===== config.mk =====
export PLATFORM = sky130hd
export DESIGN_NAME = pmq_cell
export DESIGN_NICKNAME = d
export VERILOG_FILES = /design/src/rtl/core/pmq_pkg.sv /design/src/rtl/core/pmq_cell.sv
export SDC_FILE = /design/constraint.sdc
export NUM_CORES = 1
export LEC_CHECK = 0
export BUFFER_PORTS_ARGS = -buffer_cell sky130_fd_sc_hd__buf_2
export CAP_MARGIN = 20
export CELL_PAD_IN_SITES_DETAIL_PLACEMENT = 1
export CELL_PAD_IN_SITES_GLOBAL_PLACEMENT = 1
export CORE_MARGIN = 4
export CORE_UTILIZATION = 28
export DETAILED_ROUTE_END_ITERATION = 8
export HOLD_SLACK_MARGIN = 0.08
export PLACE_DENSITY = 0.79
export SETUP_SLACK_MARGIN = 0.05
export SYNTH_ARGS = -nofsm -noshare
export SYNTH_HDL_FRONTEND = slang
export SYNTH_SLANG_ARGS = --single-unit
export TNS_END_PERCENT = 5

===== constraint.sdc =====
create_clock -name clk -period 5.1 [get_ports clk]
set_clock_uncertainty 0.15 [all_clocks]
set_input_delay 1.02 -clock clk [delete_from_list [all_inputs] [get_ports clk]]
set_output_delay 1.02 -clock clk [all_outputs]
set_load 0.01 [all_outputs]

===== src/rtl/core/pmq_pkg.sv =====
// ============================================================================
// pmq_pkg
// Shared types and codes of the priority message queue: operation codes,
// status codes and the command that the queue control broadcasts to the cells.
// ============================================================================
package pmq_pkg;

    localparam int PRIO_W   = 5;
    localparam int LEN_W    = 6;
    localparam int STATUS_W = 3;
    localparam int FIELD_W  = 64;

    localparam logic FUNC_SEND    = 1'b0;
    localparam logic FUNC_RECEIVE = 1'b1;

    localparam logic [STATUS_W-1:0] ST_OK        = 3'd0;
    localparam logic [STATUS_W-1:0] ST_FULL      = 3'd1;
    localparam logic [STATUS_W-1:0] ST_TOO_LONG  = 3'd2;
    localparam logic [STATUS_W-1:0] ST_EMPTY     = 3'd3;
    localparam logic [STATUS_W-1:0] ST_SMALL_BUF = 3'd4;

    localparam logic [LEN_W-1:0] MAX_LENGTH_RESET = 6'd32;

    // Command seen by every cell in the same cycle.
    typedef struct packed {
        logic              push;
        logic              pop;
        logic [PRIO_W-1:0] prio;
        logic [LEN_W-1:0]  len;
    } pmq_cmd_t;

endpackage


===== src/rtl/core/pmq_cell.sv =====
// ============================================================================
// pmq_cell
// One slot of the sorted chain. It keeps its message, takes the new message,
// or takes its left neighbor's message on a send, and takes its right
// neighbor's message on a receive.
// ============================================================================
module pmq_cell
    import pmq_pkg::*;
#(
    parameter int INDEX      = 0,
    parameter int DATA_WIDTH = 64,
    parameter int CNT_W      = 6
) (
    input  logic                  clk,
    input  pmq_cmd_t              cmd,
    input  logic [DATA_WIDTH-1:0] new_data,
    input  logic [CNT_W-1:0]      count,
    input  logic                  left_keep,
    input  logic [DATA_WIDTH-1:0] left_data,
    input  logic [PRIO_W-1:0]     left_prio,
    input  logic [LEN_W-1:0]      left_len,
    input  logic [DATA_WIDTH-1:0] right_data,
    input  logic [PRIO_W-1:0]     right_prio,
    input  logic [LEN_W-1:0]      right_len,
    output logic                  keep,
    output logic [DATA_WIDTH-1:0] data,
    output logic [PRIO_W-1:0]     prio,
    output logic [LEN_W-1:0]      len
);

    logic [DATA_WIDTH-1:0] data_reg, data_next;
    logic [PRIO_W-1:0]     prio_reg, prio_next;
    logic [LEN_W-1:0]      len_reg, len_next;
    logic                  occupied;

    assign occupied = (count > CNT_W'(INDEX));

    // An occupied slot whose priority is at least the new one stays put.
    assign keep = occupied && (prio_reg >= cmd.prio);

    always_comb
    begin
        data_next = data_reg;
        prio_next = prio_reg;
        len_next  = len_reg;
        if (cmd.push)
        begin
            if (!keep)
            begin
                if (left_keep)
                begin
                    data_next = new_data;
                    prio_next = cmd.prio;
                    len_next  = cmd.len;
                end
                else
                begin
                    data_next = left_data;
                    prio_next = left_prio;
                    len_next  = left_len;
                end
            end
        end
        else if (cmd.pop)
        begin
            data_next = right_data;
            prio_next = right_prio;
            len_next  = right_len;
        end
    end

    always_ff @(posedge clk)
    begin
        data_reg <= data_next;
        prio_reg <= prio_next;
        len_reg  <= len_next;
    end

    assign data = data_reg;
    assign prio = prio_reg;
    assign len  = len_reg;

endmodule


Word level (Yosys, flattened, before mapping) --
Index checks and enable logic that the tools add are counted. Widths: inputs -> output; s select.
Word-level totals: register bits after elaboration 75, latch bits 0, RAM bits 0, memory bits (read-only) 0, bits of input ports 235, output and inout port bits 76, logic and storage cells 21, memories 0
Operators by class: $add $sub $neg 0, $mul 0, div/mod/pow operators 0, order comparisons 2, equality and inequality tests 1, shift-type cells 0, muxes and demuxes 12, bitwise gates (word level) 0, reductions and logical operators 3
Operator list (number):
- $mux 64 | 4
- $mux 6 | 4
- $mux 5 | 4
- $gt 6x1->1 const B | 1
- $ge 5x5->1 | 1
- $ne 2x2->1 const B | 1
- $reduce_and 2->1 | 1
- $reduce_bool 2->1 | 1
- $logic_and 1x1->1 | 1

Depth between registers and ports, before layout --
Gate-level depths: netlist of run 1.
word-level depth 4, mapped depth 5, mapped depth without buffers 5

Worst setup path after synthesis of run 1 --
OpenSTA, ideal clock, no wires.
path kind input -> register, from input port count[0], to register data_reg[0], in the netlist data[0], enable pin, setup time 0.466 ns, arrival time 4.198 ns, setup slack 0.286 ns, stages 3, path buffers 0, cell sequence or4_1 > o32a_1 > a31oi_2
Between the ends: word-level cells in the longest chain between the ends 4
RTL lines:
- start, declared | RTL line pmq_cell.sv:17 | input logic [CNT_W-1:0] count,
- $gt 6x1->1 | RTL line pmq_cell.sv:36 | assign occupied = (count > CNT_W'(INDEX));
- $logic_and 1x1->1 | RTL line pmq_cell.sv:39 | assign keep = occupied && (prio_reg >= cmd.prio);
- $ne 2x2->1 (no source line)
- $reduce_and 2->1 (no source line)
- end signal, assigned | RTL line pmq_cell.sv:74 | data_reg <= data_next;
- end, declared | RTL line pmq_cell.sv:31 | logic [DATA_WIDTH-1:0] data_reg, data_next;
No other way between the ends. A chain may end at the register's enable or synchronous reset.

Worst setup path in the final report of run 1 --
from input port count[0], to output port keep
Between the ends: word-level cells in the longest chain between the ends 2
RTL lines:
- $gt 6x1->1 | RTL line pmq_cell.sv:36
- $logic_and 1x1->1 | RTL line pmq_cell.sv:39
- end, declared | RTL line pmq_cell.sv:25 | output logic keep,
No other way between the ends.

==> results.yml, run 1 <==
setup_path:
  critPathSlowestCell: "or4_1"
  crit_required_ns: 3.93
  rr_startpoint: "prio[4]"
  r2r-end: "data[20]"
  crit_top_cell: "buf_2"
  path_cells: "buf_2, or4_1, o32a_1, and2_1, buf_2"
  r2r_cells: 5
  worstSetupPathType: "input pin to output pin"
  start_kind: "input pin"
  cpPeakStageDelay_ns: 0.53
  worst_setup_path_end_kind: "output pin"
  cp_max_fo: 2
  r2r_setup_slack_ns: 2.64
  worst_ep_arrival_time_ns: 2.29
grt:
  grtUsageTotal_pct: 16.3
  grt_max_degree: 96
  grt_pass1_vias: 4125
  grt_overflow: 0
  grt_first_pass_wirelength_mm: 20.8
  antenna_found_initial: 1
floorplanning:
  core_um2: 13800
  die_area_um2: 16000
  die_w_um: 127
  io_pins: 311
  start_util_pct: 28.5
  num_rows: 43
  fp.dieH_um: 127
final_layout:
  fin_area_um2: 5940
  fin_cells: 832
  num_antenna_cells: 0
  largest_reg_flops: 64
  final_nets: 887
  area_delta_synth_final_pct: 50.7
  utilization_pct: 42.9
  layout-drive-gt1-share_pct: 50.8
yosys:
  yosysTopAreaCell: "edfxtp_1"
  ys_seq_elements: 75
  syn_area_um2: 3940
  synth_common_cells: "76 x nor2_1, 75 x a21oi_1, 75 x edfxtp_1, 75 x mux2i_1, 16 x clkbuf_1"
  synthFlopType: "edfxtp_1"
  avgSynthCellArea_um2: 11.4
  synth_edf_count: 75
  ys_seq_area_share_pct: 57.2
  ys_warn_count: 0
  postSynthCellCount: 347
  yosys-top-cells-area: "edfxtp_1 57%, mux2i_1 19%, a21oi_1 9.5%"
  synth.most_common_cell: "nor2_1"
  synth_top_cell_area_share_pct: 57.2
  ys_types: 18
  synth_fp_nets: 587
  async_reset_ff_share_pct: 0
status:
  outcome: "finished, final reports clean"
sta:
  fin_crit_ns: 3.46
  relSlewSlack_pct: 38.6
  drv_slew: 0
  rsz0062_at_grt: "false"
  period_share_pct: 67.8
  hold_viol: 0
  worstMarginPinSlew_ns: 0.921
  setup_ws_ns: 1.64
  fmax_ghz: 0.289
  fin_setup_tns_ns: 0
  setup_violations: 0
clocking:
  cts_tree: "built"
  ctsHoldBuffers: 0
  cts_buffers: 9
  ctsRootBufferMaster: "clkbuf_16"
  worstSkewPairLatency_ns: 0.32
  clkSinkCount: 75
  htreeDepth: 3
  clk_pin_slew_ns: 0.06
  cts_buffer_depth: 2
  cts_setup_buffers: 0
  ctsResizeCount: 0
flow_run:
  cap_violations: 0
drt:
  dr.pass1.iters: 4
  top_layer: "met5"
  routed_wl_mm: 13.7
  viasPerCell: 4.58
  vias: 3812
  wl_met3_mm: 1.29
  met2WireLength_mm: 7.39
  ant_nets: 0
  wl_met1_mm: 4.74
  drcViolationCount: 0
  first_iter_violations: 132
  wire_per_inst_um: 16.5
min_path:
  holdPathStages: 3
  hold_start: "right_len[5]"
  hold_class: "input pin to flip-flop"
  hold_path_end: "len[5]"
placed_design:
  place_area_um2: 5640
  dp.cells: 815
  hpwlAfterDp_mm: 11.1
  gp_congestion: 0.943
  io_buffers: 310
  preCtsSetupSlack_ns: 1.65
power_and_ir_drop:
  p_leak_uw: 0.00287
  powerDensity_nw_per_um2: 299
  irDropWorstVdd_mv: 0.113
[cell families after synthesis]
| kind of cell | Yosys count | synth area share, % |
|---|---|---|
| compound gates | 80 | 10.7 |
| fa+ha+maj | 5 | 1.59 |
| simple gates | 81 | 7.94 |
| flops | 75 | 57.2 |
| mux | 75 | 19.1 |
| buf+inv | 31 | 3.59 |
[report_power, final]
group / switching (uW) / internal (uW) / total, uW
sequential: 20.4 / 784 / 805
combinational: 221 / 180 / 401
clock: 241 / 328 / 569
total: 482 / 1290 / 1770
[metrics by stage]
| stage | total power [uW] | hold slack, ns |
|---|---|---|
| 2_1_floorplan | 1010 | 1.10 |
| 4_1_cts | 1810 | 0.851 |
| 3_5_place_dp | 1230 | 1.16 |
| 6_report | 1770 | 0.871 |
| 3_3_place_gp | 1210 | 1.12 |
| 5_1_grt | 1880 | 0.872 |
[layer usage]
metal / GRT usage, % / up-vias
met4: 5.36 / 2
li1: - / 1878
met2: 31.2 / 180
met5: 0 / -
met3: 5.22 / 22
met1: 16.7 / 1730
[placed cells by master (no fill, tap or decap)]
| cell | synthesis | routed |
|---|---|---|
| and2_1 | 1 | 1 |
| nor2b_1 | 1 | 1 |
| a211oi_1 | 1 | 1 |
| ha_1 | 5 | 5 |
| a31oi_4 | 0 | 1 |
| o21a_1 | 1 | 1 |
| or4_1 | 1 | 1 |
| edfxtp_1 | 75 | 75 |
| inv_1 | 5 | 5 |
| buf_2 | 5 | 308 |
| o211ai_1 | 1 | 1 |
| nor2_1 | 76 | 76 |
| buf_16 | 0 | 1 |
| o32a_1 | 1 | 1 |
| clkbuf_16 | 0 | 9 |
| buf_4 | 5 | 6 |
| clkbuf_1 | 16 | 1 |
| clkinv_2 | 0 | 1 |
| a21oi_1 | 75 | 75 |
| nand2_1 | 2 | 2 |
| mux2i_1 | 75 | 75 |
| clkinvlp_4 | 0 | 5 |
[worst max-delay path: cells and delay by family]
family	cells	cell delay, ns
AOI/OAI and AO/OA	1	0.35
buffers and inverters	2	0.22
and+or+nand+nor	2	0.69
[how the worst max path moves through the flow]
stage	start	endpoint	slack (ns)	cells after the start
2_1_floorplan	count[0]	data[0]	0.29	3
3_3_place_gp	count[0]	keep	1.69	5
3_5_place_dp	count[0]	keep	1.65	5
4_1_cts	count[0]	keep	1.65	5
5_1_grt	count[0]	keep	1.61	5
6_report	count[0]	keep	1.64	5
[area by class of cell]
| cell class | count | area, um^2 |
|---|---|---|
| fill | 1643 | 7890 |
| sequential | 75 | 2250 |
| timing repair buffer | 315 | 1610 |
| multi-input combinational | 241 | 1560 |
| clock buffer | 10 | 229 |
| tap | 180 | 225 |
| clock inverter | 6 | 42.5 |
| inverter | 5 | 18.8 |
(Power assumes the default switching activity.)
==> run 2, diff against run 1 <==
--- a/config.mk
+++ b/config.mk
@@ -10,10 +10,10 @@
 export CELL_PAD_IN_SITES_DETAIL_PLACEMENT = 1
 export CELL_PAD_IN_SITES_GLOBAL_PLACEMENT = 1
 export CORE_MARGIN = 4
-export CORE_UTILIZATION = 28
+export CORE_UTILIZATION = 25
 export DETAILED_ROUTE_END_ITERATION = 8
 export HOLD_SLACK_MARGIN = 0.08
-export PLACE_DENSITY = 0.79
+export PLACE_DENSITY = 0.74
 export SETUP_SLACK_MARGIN = 0.05
 export SYNTH_ARGS = -nofsm -noshare
 export SYNTH_HDL_FRONTEND = slang
==> constraint.sdc (replaced) <==
create_clock -name clk -period 3 [get_ports clk]
set_clock_uncertainty 0.15 [all_clocks]
set_input_delay 0.6 -clock clk [delete_from_list [all_inputs] [get_ports clk]]
set_output_delay 0.6 -clock clk [all_outputs]
set_load 0.01 [all_outputs]
==> run 2 against run 1 <==
Compared with the run above:
- final area increased by 2.2%
- critical endpoint unchanged
- die area up 11%
- largest power group unchanged
- highest routed layer is now met4
- routed wire length grew 1.1%
==> results.yml, run 2 (synthesized netlist as in run 1, its figures left out) <==
setup_path:
  worst_ep_arrival_time_ns: 1.84
  critPathSlowestCell: "or4_1"
  cp_max_fo: 2
  worst_setup_path_end_kind: "output pin"
  r2r-end: "data[28]"
  cpPeakStageDelay_ns: 0.51
  start_kind: "input pin"
  crit_required_ns: 2.25
  r2r_cells: 5
  r2r_setup_slack_ns: 0.84
  rr_startpoint: "prio[4]"
  worstSetupPathType: "input pin to output pin"
  path_cells: "buf_2, or4_1, o32a_1, and2_1, buf_2"
  crit_top_cell: "buf_2"
final_layout:
  area_delta_synth_final_pct: 54.0
  fin_area_um2: 6070
  largest_reg_flops: 64
  utilization_pct: 39.6
  layout-drive-gt1-share_pct: 50.8
  final_nets: 889
  final_cell_mix: "308 x buf_2, 76 x nor2_1, 75 x mux2i_1, 75 x a21oi_1, 75 x edfxtp_1"
  num_antenna_cells: 0
  final_common_cell: "buf_2"
clocking:
  cts_buffer_depth: 2
  htreeDepth: 3
  clk_pin_slew_ns: 0.06
  clkSinkCount: 75
  cts_tree: "built"
  ctsRootBufferMaster: "clkbuf_16"
  ctsHoldBuffers: 0
  cts_buffers: 9
  ctsResizeCount: 0
  worstSkewPairLatency_ns: 0.32
  cts_setup_buffers: 0
power_and_ir_drop:
  powerDensity_nw_per_um2: 524
  irDropWorstVdd_mv: 0.210
  p_leak_uw: 0.00293
  p_total_uw: 3180
status:
  outcome: "finished, final reports clean"
drt:
  first_iter_violations: 66
  viasPerCell: 4.48
  ant_nets: 0
  wire_per_inst_um: 16.0
  routed_wl_mm: 13.8
  vias: 3873
  dr.pass1.iters: 4
  drcViolationCount: 0
sta:
  rsz0062_at_grt: "false"
  fmax_ghz: 0.385
  worstMarginPinSlew_ns: 0.450
  hold_viol: 0
  drv_slew: 0
  whs_ns: 0.442
  fin_crit_ns: 2.59
  setup_violations: 0
  period_share_pct: 86.5
  relSlewSlack_pct: 70.0
grt:
  grt_util_met1_pct: 15.3
  antenna_found_initial: 0
  busiest_layer: "met2"
  grt_pass1_vias: 4091
  met3_usage_pct: 5.51
  grtUsageMet2_pct: 27.7
  grt_overflow: 0
  grtUsageTotal_pct: 14.9
  grt_max_degree: 97
  grt_first_pass_wirelength_mm: 20.9
flow_run:
  cap_violations: 0
floorplanning:
  io_pins: 311
  die_w_um: 134
  fp.dieH_um: 134
  die_area_um2: 17800
  start_util_pct: 25.7
  num_rows: 45
  core_um2: 15300
placed_design:
  hpwlAfterDp_mm: 11.6
  gp_congestion: 0.868
  io_buffers: 310
  place_area_um2: 5760
min_path:
  hold_start: "right_len[4]"
  hold_path_end: "len[4]"
  hold_class: "input pin to flip-flop"
  holdPathStages: 3
## run 2: cell count changes in the layout (fill, tap and decap cells not counted), sizes merged
cell,previous run,this run
clkinv,1,3
buf,315,317
clkinvlp,5,1
bufinv,0,2
clkbuf,10,9
## run 2: worst max-delay path: cells and delay by family
family / cells / cell delay, ns
buffers and inverters: 2 / 0.22
and+or+nand+nor: 2 / 0.66
AOI/OAI and AO/OA: 1 / 0.35
## run 2: layer usage
metal	share of wire, %	up-vias
li1	-	1869
met1	36	1793
met2	52	191
met3	9.8	20
met4	1.7	0
met5	0	-
## run 2: area by class of cell
class / count / area [um^2]
Sequential cell: 75 / 2250
Timing Repair Buffer: 317 / 1670
Multi-Input combinational cell: 241 / 1560
Tap cell: 211 / 264
Clock inverter: 6 / 81.3
Fill cell: 1831 / 9250
Clock buffer: 9 / 225
Inverter: 5 / 18.8
## run 2: through the flow
stage          setup slack [ns]  TNS [ns]  std cells
2_1_floorplan            -0.343    -25.73        347
3_5_place_dp              0.409         0        849
4_1_cts                   0.407         0        864
3_3_place_gp              0.416         0        849
5_1_grt                   0.355         0        864
6_report                  0.405         0        864
## run 2: how the worst max path moves through the flow
stage	startpoint	endpoint	slack [ns]	depth (start not counted)
finish	count[0]	keep	0.41	5
CTS	count[0]	keep	0.41	5
floorplan	count[0]	data[0]	-0.34	3
global route	prio[4]	keep	0.36	5
detailed placement	count[0]	keep	0.41	5
global placement	count[0]	keep	0.42	5
## run 2: report_power, final
part | internal, uW | leakage, uW | switching [uW] | total [uW]
registers | 1330 | 0.000735 | 35.0 | 1370
clock network | 717 | 0.000149 | 396 | 1110
logic | 319 | 0.00205 | 381 | 700
total | 2370 | 0.00293 | 812 | 3180
==> run 3, diff against run 2 <==
--- a/config.mk
+++ b/config.mk
@@ -10,10 +10,10 @@
 export CELL_PAD_IN_SITES_DETAIL_PLACEMENT = 1
 export CELL_PAD_IN_SITES_GLOBAL_PLACEMENT = 1
 export CORE_MARGIN = 4
-export CORE_UTILIZATION = 25
+export CORE_UTILIZATION = 28
 export DETAILED_ROUTE_END_ITERATION = 8
 export HOLD_SLACK_MARGIN = 0.08
-export PLACE_DENSITY = 0.74
+export PLACE_DENSITY = 0.79
 export SETUP_SLACK_MARGIN = 0.05
 export SYNTH_ARGS = -nofsm -noshare
 export SYNTH_HDL_FRONTEND = slang
==> constraint.sdc (replaced) <==
create_clock -name clk -period 2.6 [get_ports clk]
set_clock_uncertainty 0.15 [all_clocks]
set_input_delay 0.52 -clock clk [delete_from_list [all_inputs] [get_ports clk]]
set_output_delay 0.52 -clock clk [all_outputs]
set_load 0.01 [all_outputs]
==> run 3 against run 2 <==
Compared with the run above:
- critical path depth is the same
- clock power increased by 8%
- setup slack got worse by 0.29 ns
- final area shrank 0.85%
- combinational power up 17%
- power grew 13%
- via count is 0.52% higher
- register-to-register slack got worse by 0.56 ns
- worst hold slack got worse by 0.081 ns
- sequential power up 15%
- non-clock buffer count is the same
==> results.yml, run 3 (synthesized netlist as in run 1, its figures left out) <==
min_path:
  hold_path_end: "data[20]"
  hold_start: "right_data[20]"
  holdPathStages: 3
  hold_class: "input pin to flip-flop"
grt:
  antenna_found_initial: 0
  grt_overflow: 0
  grt_first_pass_wirelength_mm: 21.0
  grtUsageTotal_pct: 16.6
  grt_max_degree: 103
  grt_pass1_vias: 4213
drt:
  ant_nets: 0
  viasPerCell: 4.67
  dr.pass1.iters: 4
  first_iter_violations: 112
  vias: 3893
  drcViolationCount: 0
  routed_wl_mm: 14.0
  wire_per_inst_um: 16.8
setup_path:
  critPathSlowestCell: "edfxtp_1"
  r2r-end: "data[27]"
  r2r_cells: 6
  crit_required_ns: 1.93
  path_cells: "ha_1, a211oi_1, o211ai_1, and2_1, buf_2"
  worstSetupPathType: "flip-flop to output pin"
  start_kind: "flip-flop"
  cp_max_fo: 2
  worst_ep_arrival_time_ns: 1.81
  r2r_setup_slack_ns: 0.28
  cpPeakStageDelay_ns: 0.41
  rr_startpoint: "prio[4]"
  worst_setup_path_end_kind: "output pin"
power_and_ir_drop:
  powerDensity_nw_per_um2: 598
  seqPwrFrac_pct: 43.8
  p_switching_uw: 952
  p_clk_share_pct: 33.4
  pwr-share-comb_pct: 22.7
  power.internal_uw: 2650
  swShare_pct: 26.4
  irDropWorstVdd_mv: 0.218
  p_leak_uw: 0.00292
final_layout:
  largest_reg_flops: 64
  final_common_cell: "buf_2"
  area_delta_synth_final_pct: 52.7
  final_cell_mix: "308 x buf_2, 76 x nor2_1, 75 x mux2i_1, 75 x a21oi_1, 75 x edfxtp_1"
  fin_cells: 834
  layout-drive-gt1-share_pct: 51.1
  final_nets: 889
  num_antenna_cells: 0
  fill_cells: 1648
placed_design:
  hpwlAfterDp_mm: 11.5
  io_buffers: 310
  dp.cells: 817
  gp_congestion: 0.860
clocking:
  cts_buffers: 9
  ctsHoldBuffers: 0
  cts_buffer_depth: 2
  cts_tree: "built"
  clk_pin_slew_ns: 0.06
  ctsRootBufferMaster: "clkbuf_16"
  clkSinkCount: 75
  cts_setup_buffers: 0
  ctsResizeCount: 0
  worstSkewPairLatency_ns: 0.32
  htreeDepth: 3
sta:
  whs_ns: 0.361
  setup_violations: 0
  fin_crit_ns: 2.48
  hold_viol: 0
  rsz0062_at_grt: "false"
  period_share_pct: 95.6
  fmax_ghz: 0.402
  worstMarginPinSlew_ns: 0.452
  drv_slew: 0
  relSlewSlack_pct: 69.9
floorplanning:
  io_pins: 311
  core_um2: 13800
  start_util_pct: 28.5
  die_w_um: 127
  fp.dieH_um: 127
  num_rows: 43
  die_area_um2: 16000
flow_run:
  cap_violations: 0
status:
  outcome: "finished, final reports clean"
==> run 3: how the worst max path moves through the flow <==
stage / from / to / slack (ns) / depth (start not counted)
6_report: prio[4] / keep / 0.12 / 5
5_1_grt: prio[4] / keep / 0.07 / 5
4_1_cts: prio[4] / keep / 0.06 / 5
3_5_place_dp: cmd[10] / data[28] / 0.12 / 7
3_3_place_gp: count[0] / data[32] / 0.16 / 5
2_1_floorplan: count[0] / data[0] / -0.66 / 3
==> run 3: final cells by class <==
type / instances / area (um^2) / share of cell area [%]
clock inverters: 7 / 68.8 / 1.14
clock buffers: 9 / 225 / 3.74
inverters: 5 / 18.8 / 0.312
flip-flops and latches: 75 / 2250 / 37.4
repair buffers: 317 / 1670 / 27.8
multi-input cells: 241 / 1560 / 25.8
well taps: 180 / 225 / 3.74
==> run 3: critical path: cells and delay by family, from the launching register on <==
family	cells	cell delay, ns
AOI/OAI and AO/OA	2	0.42
adders and majority gates	1	0.33
buffers and inverters	1	0.14
DFF	1	0.41
and+or+nand+nor	1	0.19
==> run 3: metal layers <==
layer,GRT usage [%],wire length (um)
met1,16.8,4920
met4,5.99,319
met3,5.35,1310
met2,31.6,7480
met5,0,0
==> run 3: power groups by stage <==
stage / Sequential, uW / Combinational [uW] / Clock (uW)
6_report: 1580 / 818 / 1200
5_1_grt: 1590 / 899 / 1310
4_1_cts: 1580 / 830 / 1250
3_3_place_gp: 1600 / 797 / 0
3_5_place_dp: 1610 / 828 / 0
2_1_floorplan: 1700 / 287 / 0
==> run 3: per-stage QoR <==
step / setup WS [ns] / utilization [%] / area (um^2) / TNS (ns) / total power [uW]
floorplan: -0.663 / - / 3950 / -49.73 / 1980
finish: 0.115 / 43.5 / 6020 / 0 / 3600
global route: 0.0745 / 43.5 / 6020 / 0 / 3800
global placement: 0.162 / 41.3 / 5720 / 0 / 2390
detailed placement: 0.119 / 41.3 / 5720 / 0 / 2430
CTS: 0.0559 / 43.5 / 6010 / 0 / 3660
